`config.mk`:
```
export PLATFORM = sky130hd
export DESIGN_NAME = rmq_queue
export DESIGN_NICKNAME = d
export VERILOG_FILES = /design/src/hw/rtl/rotation_matrix_to_quaternion_unit_assert.svh /design/src/hw/rtl/rmq_pkg.sv /design/src/hw/rtl/rmq_queue.sv
export SDC_FILE = /design/constraint.sdc
export NUM_CORES = 1
export LEC_CHECK = 0
export BUFFER_PORTS_ARGS = -buffer_cell sky130_fd_sc_hd__buf_2
export CORE_AREA = 8 8 177 179
export DETAILED_ROUTE_END_ITERATION = 10
export DIE_AREA = 0 0 185 187
export PLACE_DENSITY = 0.6
export SLEW_MARGIN = 25
export SYNTH_ARGS = -nofsm -noshare
export SYNTH_HDL_FRONTEND = slang
export SYNTH_SLANG_ARGS = --single-unit
```
`constraint.sdc`:
```
create_clock -name aclk -period 3.65 [get_ports aclk]
set_input_delay 0.1825 -clock aclk [delete_from_list [all_inputs] [get_ports aclk]]
set_output_delay 0.1825 -clock aclk [all_outputs]
set_load 0.05 [all_outputs]
```
`src/hw/rtl/rotation_matrix_to_quaternion_unit_assert.svh`:
```
// Assertion macros for the rotation matrix to quaternion unit.
// Expects aclk and aresetn in the scope of each use.
`ifndef ROTATION_MATRIX_TO_QUATERNION_UNIT_ASSERT_SVH
`define ROTATION_MATRIX_TO_QUATERNION_UNIT_ASSERT_SVH

// Same-cycle implication.
`define RMQ_ASSERT_NOW(lbl, ante, cons, msg) \
    lbl: assert property (@(posedge aclk) disable iff (!aresetn) (ante) |-> (cons)) \
        else $error(msg);

// Next-cycle implication.
`define RMQ_ASSERT_NEXT(lbl, ante, cons, msg) \
    lbl: assert property (@(posedge aclk) disable iff (!aresetn) (ante) |=> (cons)) \
        else $error(msg);

`endif

```
`src/hw/rtl/rmq_pkg.sv`:
```
// Shared types and constants of the rotation matrix to quaternion unit.
// No dependencies.
package rmq_pkg;

    localparam int ElemW     = 16;
    localparam int NumElems  = 9;
    localparam int QuatW     = 16;
    localparam int SumW      = 18;   // trace and radicand before the sign check
    localparam int RadW      = 17;   // positive radicand
    localparam int NumW      = 17;   // numerator magnitude
    localparam int ScaleSh   = 12;   // times 4096
    localparam int SqW       = 30;   // radicand times 4096
    localparam int SqrtSteps = 15;
    localparam int RootW     = 15;
    localparam int DivSteps  = 24;   // quotient bits
    localparam int RemW      = 15;
    localparam int NumLanes  = 3;
    localparam int QDepth    = 4;
    localparam int QPtrW     = 2;
    localparam int QOne      = 16384;

    typedef enum logic [1:0] {
        CASE_TRACE = 2'd0,
        CASE_X     = 2'd1,
        CASE_Y     = 2'd2,
        CASE_Z     = 2'd3
    } case_t;

    typedef struct packed {
        logic            neg;
        logic [NumW-1:0] mag;
    } lane_t;

    typedef struct packed {
        case_t                    sel;
        logic                     fault;
        logic [RadW-1:0]          rad;
        lane_t [NumLanes-1:0]     lane;
    } item_t;

    typedef struct packed {
        logic                neg;
        logic [NumW-1:0]     mag;
        logic [RemW-1:0]     rem;
        logic [DivSteps-1:0] xlo;
        logic [DivSteps-1:0] quo;
    } dlane_t;

    typedef struct packed {
        logic                  valid;
        case_t                 sel;
        logic                  fault;
        logic [SqW-1:0]        n;
        logic [SqW-1:0]        r;
        logic [RootW-1:0]      d;
        dlane_t [NumLanes-1:0] lane;
    } stage_t;

endpackage

```
`src/hw/rtl/rmq_queue.sv`:
```
// Short queue between front end and arithmetic back end.
// Depends on rmq_pkg.
module rmq_queue (
    input  logic           aclk,
    input  logic           aresetn,
    input  logic           in_valid,
    output logic           in_ready,
    input  rmq_pkg::item_t in_item,
    output logic           out_valid,
    input  logic           out_ready,
    output rmq_pkg::item_t out_item
);

    localparam int PtrW = rmq_pkg::QPtrW;

    rmq_pkg::item_t  mem_reg [rmq_pkg::QDepth];
    logic [PtrW-1:0] wr_ptr_reg, rd_ptr_reg;
    logic [PtrW:0]   count_reg, count_next;
    logic            push, pop;

    assign in_ready  = count_reg != (PtrW+1)'(rmq_pkg::QDepth);
    assign out_valid = count_reg != '0;
    assign out_item  = mem_reg[rd_ptr_reg];
    assign push      = in_valid && in_ready;
    assign pop       = out_valid && out_ready;

    always_comb begin
        count_next = count_reg;
        if (push && !pop) begin
            count_next = count_reg + 1'b1;
        end else if (pop && !push) begin
            count_next = count_reg - 1'b1;
        end
    end

    always_ff @(posedge aclk) begin
        if (!aresetn) begin
            wr_ptr_reg <= '0;
            rd_ptr_reg <= '0;
            count_reg  <= '0;
        end else begin
            if (push) wr_ptr_reg <= wr_ptr_reg + 1'b1;
            if (pop)  rd_ptr_reg <= rd_ptr_reg + 1'b1;
            count_reg <= count_next;
        end
        if (push) begin
            mem_reg[wr_ptr_reg] <= in_item;
        end
    end

endmodule

```
==> results_dict.tcl <==
set metrics [dict create \
    critical_path.max_fanout 24 \
    htreeDepth 1 \
    gp_routability_congestion 0.697 \
    port_buffers 153 \
    crit_required_ns 3.47 \
    drc 0 \
    routedWlPerCell_microns 19.7 \
    synth_compound_area_share_pct 0.404 \
    synthToLayoutAreaGrowth_pct 26.0 \
    syn_inst 434 \
    syn_area_sq_um 11200 \
    rsz0062_at_grt "false" \
    peakVddDrop_uv 417 \
    root_buffer "clkbuf_16" \
    grt_max_degree 48 \
    synth_mux_area_share_pct 15.2 \
    path_class "register to output pin" \
    fin_tns_setup_ns 0 \
    wl_microns 21500 \
    synth-edff-count 296 \
    ioPinCount 154 \
    dieHeight_microns 187 \
    path_clk_slew_ns 0.06 \
    ys.flop_type "edfxtp_1" \
    p_leak_nw 4.73 \
    largest_reg_flops 296 \
    run_status "completed" \
    finalCritPeriodShare_pct 73.6 \
    drv_cap 0 \
    synthArstFlopShare_pct 0 \
    place_ws_ns 1.30 \
    yosys-top-cells-area "edfxtp_1 80%, mux4_2 15%, dfxtp_1 1.6%, buf_6 0.71%, ha_1 0.56%" \
    drive_above_1_share_pct 39.9 \
    cts_tree "done" \
    insertion_delay_ns 0.54 \
    initial_core_util_pct 39.3 \
    critPathLaunchType "register" \
    synthXorXnorAreaFrac_pct 0.314 \
    synth.net_count 518 \
    nFillCells 2357 \
    ys_seq_elements 305 \
    numCtsBuffers 30 \
    antenna_found_initial 2 \
    yosysUniqueCellTypes 23 \
    power_density_nw_per_um2 751 \
    yosys-top-cells-count "296 x edfxtp_1, 74 x mux4_2, 9 x dfxtp_1" \
    synth_warnings 0 \
    yosysSeqAreaShare_pct 81.3 \
    synth_top_area_share_pct 79.7 \
    fin_nets 768 \
    finClkSkew_ns 0.0138 \
    clock_sinks 305 \
    drtAntennaViolNets 0 \
    synthSimpleGateAreaFrac_pct 0.818 \
    core_sq_um 28400 \
    worst_slew_pin_slew_ns 0.541 \
    synth_area_per_cell_sq_um 25.7 \
    first_iter_violations 251 \
    dieArea_sq_um 34600 \
    drv_slew 0 \
    cts.path.max_buffers 3 \
    end_kind "output pin" \
    synth_top_area_cell "edfxtp_1" \
    synthAdderAreaFrac_pct 0.740 \
    routed_via_density 4.82 \
    worst_ep_arrival_time_ns 2.50 \
    n_antenna_cell 0 \
    fin_ws_ns 0.965 \
    final_hold_viol_count 0 \
    vias 5255 \
    hold_slack_ns 0.0945 \
    cts_resized 0 \
    track_usage_pct 12.5 \
    max_slew_margin_pct 63.9 \
    synth_top_family_by_area "multiplexers" \
    fmax_mhz 372 \
    grt_pass1_vias 5961 \
    drt-pass1-iter-count 4 \
    yosysMostFrequentCell "edfxtp_1" \
    min_path_type "input port to register" \
    layout_min_cycle_time_ns 2.69 \
    setup_viol 0 \
    die_w_microns 185 \
    grt_pass1_wl_microns 33600 \
    rows 62 \
    place_hpwl_microns 13100 \
    grt_overflow 0 \
]
-- path summary, 6_finish.rpt --
| path | slack (ns) | endpoint | cells past startpoint | startpoint |
|---|---|---|---|---|
| worst max register to register | 1.28 | count_reg[2] | 8 | count_reg[0] |
| worst min-delay path | 0.09 | register | 4 | out_ready |
| worst min register to register | 0.50 | wr_ptr_reg[1] | 2 | wr_ptr_reg[1] |
| worst max-delay path | 0.96 | out_item[35] | 3 | register |
-- metrics by stage --
step	util (%)	total power [mW]	std cells	area, sq um
5_1_grt	49.5	11.0	1091	14100
2_1_floorplan	-	7.12	434	11200
4_1_cts	49.5	10.7	1091	14100
6_report	49.5	10.6	1091	14100
3_5_place_dp	43.8	7.90	961	12400
3_3_place_gp	43.7	7.84	960	12400
-- layer usage --
metal	global-route usage (%)	routed length (microns)	up-vias
met3	3.17	1440	35
met2	21.5	10900	155
met1	15.4	8770	2705
met5	0	26	-
met4	3.20	406	4
li1	-	-	2356
-- repair_timing --
item | CTS | global route
endpoints found under the hold margin | 305 | 0
hold buffers | 75 | 0
buffers inserted | 0 | 0
-- final cells by class --
cell class / instances / area [sq um] / share of cell area, %
Sequential cell: 305 / 9080 / 64.5
Multi-Input combinational cell: 109 / 1960 / 13.9
Timing Repair Buffer: 235 / 1650 / 11.7
Clock buffer: 36 / 795 / 5.65
Tap cell: 384 / 480 / 3.42
Clock inverter: 19 / 90.1 / 0.641
Inverter: 3 / 11.3 / 0.0801
-- layout by cell type, fill, tap and decap left out, types with 5 or more instances in the layout --
master         netlist  routed
clkinv_2             0       7
clkinv_1             0      10
clkbuf_1             2       5
clkbuf_16            0      31
mux4_2              74      74
buf_2                7     153
nand2_1              5       5
dfxtp_1              9       7
edfxtp_1           296     296
dlygate4sd3_1        0      75
buf_12               0       5
ha_1                 5       5
-- kinds of logic (layout without fill, tap and decap cells) --
logic type / after synthesis / count (layout)
flops: 305 / 305
mux: 77 / 77
buf+inv: 20 / 293
simple gates: 17 / 17
fa+ha+maj: 6 / 6
compound gates: 5 / 5
xor+xnor: 4 / 4
-- critical path: stages (launching register included) --
cell and delay [ns]:
dfxtp_4 0.66, buf_4 0.45, mux4_2 0.58, buf_2 0.23
-- power by group --
group / internal (mW) / leakage, nW / switching (mW)
logic: 1.09 / 1.50 / 2.29
clock network: 1.54 / 0.440 / 1.20
registers: 4.25 / 2.79 / 0.190
No activity file was read; power rests on OpenSTA's default activity.
