[src/hw/rtl/rotation_matrix_to_quaternion_unit_assert.svh]
// Assertion macros for the rotation matrix to quaternion unit.
// Expects aclk and aresetn in the scope of each use.
`ifndef ROTATION_MATRIX_TO_QUATERNION_UNIT_ASSERT_SVH
`define ROTATION_MATRIX_TO_QUATERNION_UNIT_ASSERT_SVH

// Same-cycle implication.
`define RMQ_ASSERT_NOW(lbl, ante, cons, msg) \
    lbl: assert property (@(posedge aclk) disable iff (!aresetn) (ante) |-> (cons)) \
        else $error(msg);

// Next-cycle implication.
`define RMQ_ASSERT_NEXT(lbl, ante, cons, msg) \
    lbl: assert property (@(posedge aclk) disable iff (!aresetn) (ante) |=> (cons)) \
        else $error(msg);

`endif

[src/hw/rtl/rmq_pkg.sv]
// Shared types and constants of the rotation matrix to quaternion unit.
// No dependencies.
package rmq_pkg;

    localparam int ElemW     = 16;
    localparam int NumElems  = 9;
    localparam int QuatW     = 16;
    localparam int SumW      = 18;   // trace and radicand before the sign check
    localparam int RadW      = 17;   // positive radicand
    localparam int NumW      = 17;   // numerator magnitude
    localparam int ScaleSh   = 12;   // times 4096
    localparam int SqW       = 30;   // radicand times 4096
    localparam int SqrtSteps = 15;
    localparam int RootW     = 15;
    localparam int DivSteps  = 24;   // quotient bits
    localparam int RemW      = 15;
    localparam int NumLanes  = 3;
    localparam int QDepth    = 4;
    localparam int QPtrW     = 2;
    localparam int QOne      = 16384;

    typedef enum logic [1:0] {
        CASE_TRACE = 2'd0,
        CASE_X     = 2'd1,
        CASE_Y     = 2'd2,
        CASE_Z     = 2'd3
    } case_t;

    typedef struct packed {
        logic            neg;
        logic [NumW-1:0] mag;
    } lane_t;

    typedef struct packed {
        case_t                    sel;
        logic                     fault;
        logic [RadW-1:0]          rad;
        lane_t [NumLanes-1:0]     lane;
    } item_t;

    typedef struct packed {
        logic                neg;
        logic [NumW-1:0]     mag;
        logic [RemW-1:0]     rem;
        logic [DivSteps-1:0] xlo;
        logic [DivSteps-1:0] quo;
    } dlane_t;

    typedef struct packed {
        logic                  valid;
        case_t                 sel;
        logic                  fault;
        logic [SqW-1:0]        n;
        logic [SqW-1:0]        r;
        logic [RootW-1:0]      d;
        dlane_t [NumLanes-1:0] lane;
    } stage_t;

endpackage

[src/hw/rtl/rmq_front.sv]
// Front end: accepts a matrix beat, picks the case, forms radicand and numerators.
// Depends on rmq_pkg.
module rmq_front (
    input  logic                  aclk,
    input  logic                  aresetn,
    input  logic                  s_tvalid,
    output logic                  s_tready,
    input  logic [143:0]          s_tdata,
    output logic                  f_valid,
    input  logic                  f_ready,
    output rmq_pkg::item_t        f_item
);

    localparam int ElemW = rmq_pkg::ElemW;
    localparam int SumW  = rmq_pkg::SumW;
    localparam int NumW  = rmq_pkg::NumW;
    localparam int RadW  = rmq_pkg::RadW;

    logic                  f_valid_reg;
    rmq_pkg::item_t        f_item_reg;
    rmq_pkg::item_t        item_next;
    logic signed [SumW-1:0] e [rmq_pkg::NumElems];
    logic signed [SumW-1:0] tr, rad;

    function automatic rmq_pkg::lane_t mk_lane(input logic signed [SumW-1:0] a,
                                               input logic signed [SumW-1:0] b,
                                               input logic sub);
        rmq_pkg::lane_t         l;
        logic signed [SumW-1:0] v;
        v = sub ? (a - b) : (a + b);
        l.neg = v[SumW-1];
        l.mag = v[SumW-1] ? NumW'(-v) : NumW'(v);
        return l;
    endfunction

    always_comb begin
        for (int i = 0; i < rmq_pkg::NumElems; i++) begin
            e[i] = SumW'($signed(s_tdata[ElemW*i +: ElemW]));
        end
        tr = e[0] + e[4] + e[8];
        item_next = '0;
        priority if (tr > 0) begin
            item_next.sel     = rmq_pkg::CASE_TRACE;
            rad               = SumW'(rmq_pkg::QOne) + tr;
            item_next.lane[0] = mk_lane(e[7], e[5], 1'b1);
            item_next.lane[1] = mk_lane(e[2], e[6], 1'b1);
            item_next.lane[2] = mk_lane(e[3], e[1], 1'b1);
        end else if (e[0] > e[4] && e[0] > e[8]) begin
            item_next.sel     = rmq_pkg::CASE_X;
            rad               = SumW'(rmq_pkg::QOne) + e[0] - e[4] - e[8];
            item_next.lane[0] = mk_lane(e[7], e[5], 1'b1);
            item_next.lane[1] = mk_lane(e[1], e[3], 1'b0);
            item_next.lane[2] = mk_lane(e[2], e[6], 1'b0);
        end else if (e[4] > e[8]) begin
            item_next.sel     = rmq_pkg::CASE_Y;
            rad               = SumW'(rmq_pkg::QOne) + e[4] - e[0] - e[8];
            item_next.lane[0] = mk_lane(e[2], e[6], 1'b1);
            item_next.lane[1] = mk_lane(e[1], e[3], 1'b0);
            item_next.lane[2] = mk_lane(e[5], e[7], 1'b0);
        end else begin
            item_next.sel     = rmq_pkg::CASE_Z;
            rad               = SumW'(rmq_pkg::QOne) + e[8] - e[0] - e[4];
            item_next.lane[0] = mk_lane(e[3], e[1], 1'b1);
            item_next.lane[1] = mk_lane(e[2], e[6], 1'b0);
            item_next.lane[2] = mk_lane(e[5], e[7], 1'b0);
        end
        item_next.fault = rad[SumW-1] || (rad == '0);
        item_next.rad   = item_next.fault ? '0 : rad[RadW-1:0];
    end

    // hold the classified beat until the queue takes it
    assign s_tready = !f_valid_reg || f_ready;
    assign f_valid  = f_valid_reg;
    assign f_item   = f_item_reg;

    always_ff @(posedge aclk) begin
        if (!aresetn) begin
            f_valid_reg <= 1'b0;
        end else if (s_tready) begin
            f_valid_reg <= s_tvalid;
        end
        if (s_tvalid && s_tready) begin
            f_item_reg <= item_next;
        end
    end

endmodule

[config.mk]
export PLATFORM = sky130hd
export DESIGN_NAME = rmq_front
export DESIGN_NICKNAME = d
export VERILOG_FILES = /design/src/hw/rtl/rotation_matrix_to_quaternion_unit_assert.svh /design/src/hw/rtl/rmq_pkg.sv /design/src/hw/rtl/rmq_front.sv
export SDC_FILE = /design/constraint.sdc
export NUM_CORES = 1
export LEC_CHECK = 0
export ABC_CLOCK_PERIOD_IN_PS = 15370
export BUFFER_PORTS_ARGS = -buffer_cell sky130_fd_sc_hd__buf_2
export CAP_MARGIN = 20
export CORE_MARGIN = 2
export CORE_UTILIZATION = 30
export CTS_BUF_LIST = sky130_fd_sc_hd__clkbuf_16
export DETAILED_ROUTE_END_ITERATION = 12
export HOLD_SLACK_MARGIN = 0.06
export SKIP_CTS_REPAIR_TIMING = 1
export SYNTH_ARGS = -nofsm -noshare
export SYNTH_HDL_FRONTEND = slang
export SYNTH_SLANG_ARGS = --single-unit
[constraint.sdc]
create_clock -name aclk -period 15.37 [get_ports aclk]
set_input_delay 2.3055 -clock aclk [delete_from_list [all_inputs] [get_ports aclk]]
set_output_delay 2.3055 -clock aclk [all_outputs]
set_load 0.005 [all_outputs]
==> run metrics <==
count of TritonRoute iterations in the first routing pass=5; cell type with the highest aggregate area in the netlist=sky130_fd_sc_hd__ha_1; final setup skew=between 0.01 and 0.015 ns; die outline width=between 200 and 250 um; root buffer cell=sky130_fd_sc_hd__clkbuf_16; detailed-route DRC error count=0; setup tns final=0 ns; clock sinks=75; insertion delay to the later sink of the worst-skew pair=~0.34 ns; clock-pin slew on the worst setup and hold paths=0.07 ns; syn_area_per_cell=8.221 um2; #FFs+latches synth=between 70 and 80; ranking of synthesized cells by area=sky130_fd_sc_hd__ha_1 (21%), sky130_fd_sc_hd__edfxtp_1 (13%), sky130_fd_sc_hd__fa_1 (8.7%), sky130_fd_sc_hd__xnor2_1 (6.4%), sky130_fd_sc_hd__inv_1 (4.7%); number of flip-flops under the largest register name=74; Max Clk Rate=~130 MHz; final hold vios=0; final worst path period need=7.631 ns; kind of capture point of the worst setup path=flip-flop; Req. time, crit path=~15 ns; via/cell ratio=approximately 5.3; Slew HR=0.2180; most used standard cell by instance count after synthesis=sky130_fd_sc_hd__ha_1; starting density of the core=0.3042; share of layout cells above drive strength 1=0.1238; most numerous cell types in the synthesized netlist=sky130_fd_sc_hd__ha_1 (301), sky130_fd_sc_hd__inv_1 (220), sky130_fd_sc_hd__nor2_1 (186); vias after detailed routing=16230; via count of the first global-routing pass=around 16000; power density over the cells=roughly 98 nW/um2; number of antenna violations at the first check in global routing=2; hold path start=f_valid$_SDFFE_PN0N_; synthesized netlist net count=~2700; CP Launch Type=input port; type of the tightest min-delay check=reg -> reg; part of the Yosys area used for sequential elements=0.1275; violation count after the first detailed-routing iteration=around 1100; wire length reported by the detailed router=slightly below 60 mm; H-tree lvl count=3; Max Root-Sink Buffers=2; unrepaired setup endpoints after global routing=no; floorplan die height=between 200 and 250 um; number of nets in the layout=around 2800; final period utilization=0.4965; overflow left after global routing=0; average wire per standard cell=a little under 20 um; source of the worst register-to-register timing path=f_valid$_SDFFE_PN0N_; total power after layout=1.931 mW; detailed placer's ending HPWL=just over 50 mm; max-cap check violation count=0; global-route wire length before repair=roughly 90 mm; Critical Path AT=around 7.7 ns; full die area=60570 um2; distinct cell type count of the synthesized netlist=slightly below 90; gate count after technology mapping=2139; worst-case vdd ir drop=between 0.00004 and 0.00005 V; largest net degree at the start of global routing=75; cts bufs inserted=9; Core ar.=between 50000 and 60000 um2; layout-stage area growth over the synthesis result=12.47%; number of ports placed on the die boundary=approximately 220; Netlist Area Pre-Place=17590 um2; global-route total usage across every layer=0.1916; most used flip-flop cell after synthesis=sky130_fd_sc_hd__edfxtp_1; DRT antenna net count=0; Worst Setup SP=s_tdata[1]; fraction of registers with async set/reset=0; count of flip-flops with a built-in enable after synthesis=74; leakage power of the design=9.035 nW; final setup violation count=0; Placer Congestion=approximately 0.94; count of warnings emitted by yosys=0; number of antenna repair diodes=0; share of Yosys cell area claimed by the top area cell type=0.2142; clock tree from TritonCTS=yes; # rows=88; critical path start-end classification=in -> reg; Worst-Margin Slew=between 1 and 1.5 ns; number of pins with negative max-slew slack in the final report=0; CP Max Fanout=61; outcome=complete, no violations; number of input and output port buffers inserted=223
## through the flow
stage / cells / hold WS [ns] / utilization / worst slack, ns / area (um2)
detailed placement: 3075 / 0.5351 / 0.3369 / 7.392 / 19480
finish: 3091 / 0.5405 / 0.3421 / 7.739 / 19780
global route: 3091 / 0.5768 / 0.3421 / 7.172 / 19780
floorplan: 2139 / 0.5366 / - / 8.730 / 17590
global placement: 3075 / 0.5112 / 0.3369 / 7.572 / 19480
CTS: 3091 / 0.5456 / 0.3421 / 7.712 / 19780
## area by class of cell
| cell class | count | area (um2) |
|---|---|---|
| fill | 6034 | 38030 |
| multi-input combinational | 1783 | 14280 |
| sequential | 75 | 2242 |
| timing repair buffer | 230 | 1169 |
| tap | 765 | 957.2 |
| inverter | 222 | 833.3 |
| clock buffer | 9 | 225.2 |
| clock inverter | 7 | 75.07 |
## placed cells by master (no fill, tap or decap), types with 11 or more instances in the layout
master	count
sky130_fd_sc_hd__a2111oi_0	14
sky130_fd_sc_hd__a211oi_1	17
sky130_fd_sc_hd__a21o_1	30
sky130_fd_sc_hd__a21oi_1	140
sky130_fd_sc_hd__a221oi_1	11
sky130_fd_sc_hd__a31oi_1	35
sky130_fd_sc_hd__and2_1	18
sky130_fd_sc_hd__and3_1	25
sky130_fd_sc_hd__buf_2	223
sky130_fd_sc_hd__edfxtp_1	74
sky130_fd_sc_hd__fa_1	76
sky130_fd_sc_hd__ha_1	301
sky130_fd_sc_hd__inv_1	220
sky130_fd_sc_hd__mux2i_1	63
sky130_fd_sc_hd__nand2_1	105
sky130_fd_sc_hd__nand2b_1	39
sky130_fd_sc_hd__nand3_1	43
sky130_fd_sc_hd__nand4_1	17
sky130_fd_sc_hd__nor2_1	186
sky130_fd_sc_hd__nor2b_1	26
sky130_fd_sc_hd__nor3_1	65
sky130_fd_sc_hd__nor4_1	21
sky130_fd_sc_hd__o211ai_1	22
sky130_fd_sc_hd__o21a_1	26
sky130_fd_sc_hd__o21ai_0	91
sky130_fd_sc_hd__o31ai_1	19
sky130_fd_sc_hd__or3_1	22
sky130_fd_sc_hd__or4_1	15
sky130_fd_sc_hd__xnor2_1	129
sky130_fd_sc_hd__xor2_1	56
## layer usage
layer,part of all wire,global-route usage
met5,0.00020,0
met4,0.035,0.06275
met3,0.052,0.01275
met2,0.50,0.3518
met1,0.41,0.2358
## logic make-up (layout without fill, tap and decap cells)
kind of cell,Yosys count,in the layout,synth area share
flip-flops,75,75,0.1275
XOR/XNOR,185,185,0.09214
adder cells (fa/ha/maj),377,377,0.3007
AO/OA/AOI/OAI,519,519,0.1942
AND/OR/NAND/NOR,628,628,0.1805
multiplexers,74,74,0.04333
buffers and inverters,281,468,0.06162
## worst paths after layout
path                                   end  slack (ns)  cells after the start
hold reg to reg       f_valid$_SDFFE_PN0N_        0.54                      2
setup / recovery  f_item[61]$_SDFFCE_PP0P_        7.74                     21
setup reg to reg      f_item[44]$_DFFE_PP_       13.68                      2
hold / removal        f_valid$_SDFFE_PN0N_        0.54                      2
## worst max-delay path: stages
cell and delay [ns]:
sky130_fd_sc_hd__buf_2 0.16, sky130_fd_sc_hd__fa_1 0.55, sky130_fd_sc_hd__ha_1 0.19, sky130_fd_sc_hd__inv_1 0.07, sky130_fd_sc_hd__fa_1 0.45, sky130_fd_sc_hd__nand2b_1 0.21, sky130_fd_sc_hd__a311oi_2 0.46, sky130_fd_sc_hd__or2_1 0.24
sky130_fd_sc_hd__a21oi_1 0.09, sky130_fd_sc_hd__o21ai_1 0.18, sky130_fd_sc_hd__nand2b_1 0.14, sky130_fd_sc_hd__xnor2_1 0.09, sky130_fd_sc_hd__inv_1 0.08, sky130_fd_sc_hd__ha_1 0.14, sky130_fd_sc_hd__nor4b_1 0.33, sky130_fd_sc_hd__and4_1 0.29
sky130_fd_sc_hd__a31o_2 0.20, sky130_fd_sc_hd__buf_4 0.59, sky130_fd_sc_hd__nand2_1 0.26, sky130_fd_sc_hd__o221ai_2 0.54, sky130_fd_sc_hd__a211oi_1 0.11
## report_power, final
group | leakage, nW | total, mW | switching, mW | internal, mW
sequential | 0.728 | 0.377 | 0.0561 | 0.321
combinational | 8.17 | 1.33 | 0.818 | 0.516
clock | 0.138 | 0.219 | 0.0923 | 0.127
Note: power is estimated with default switching activity, not from simulation.
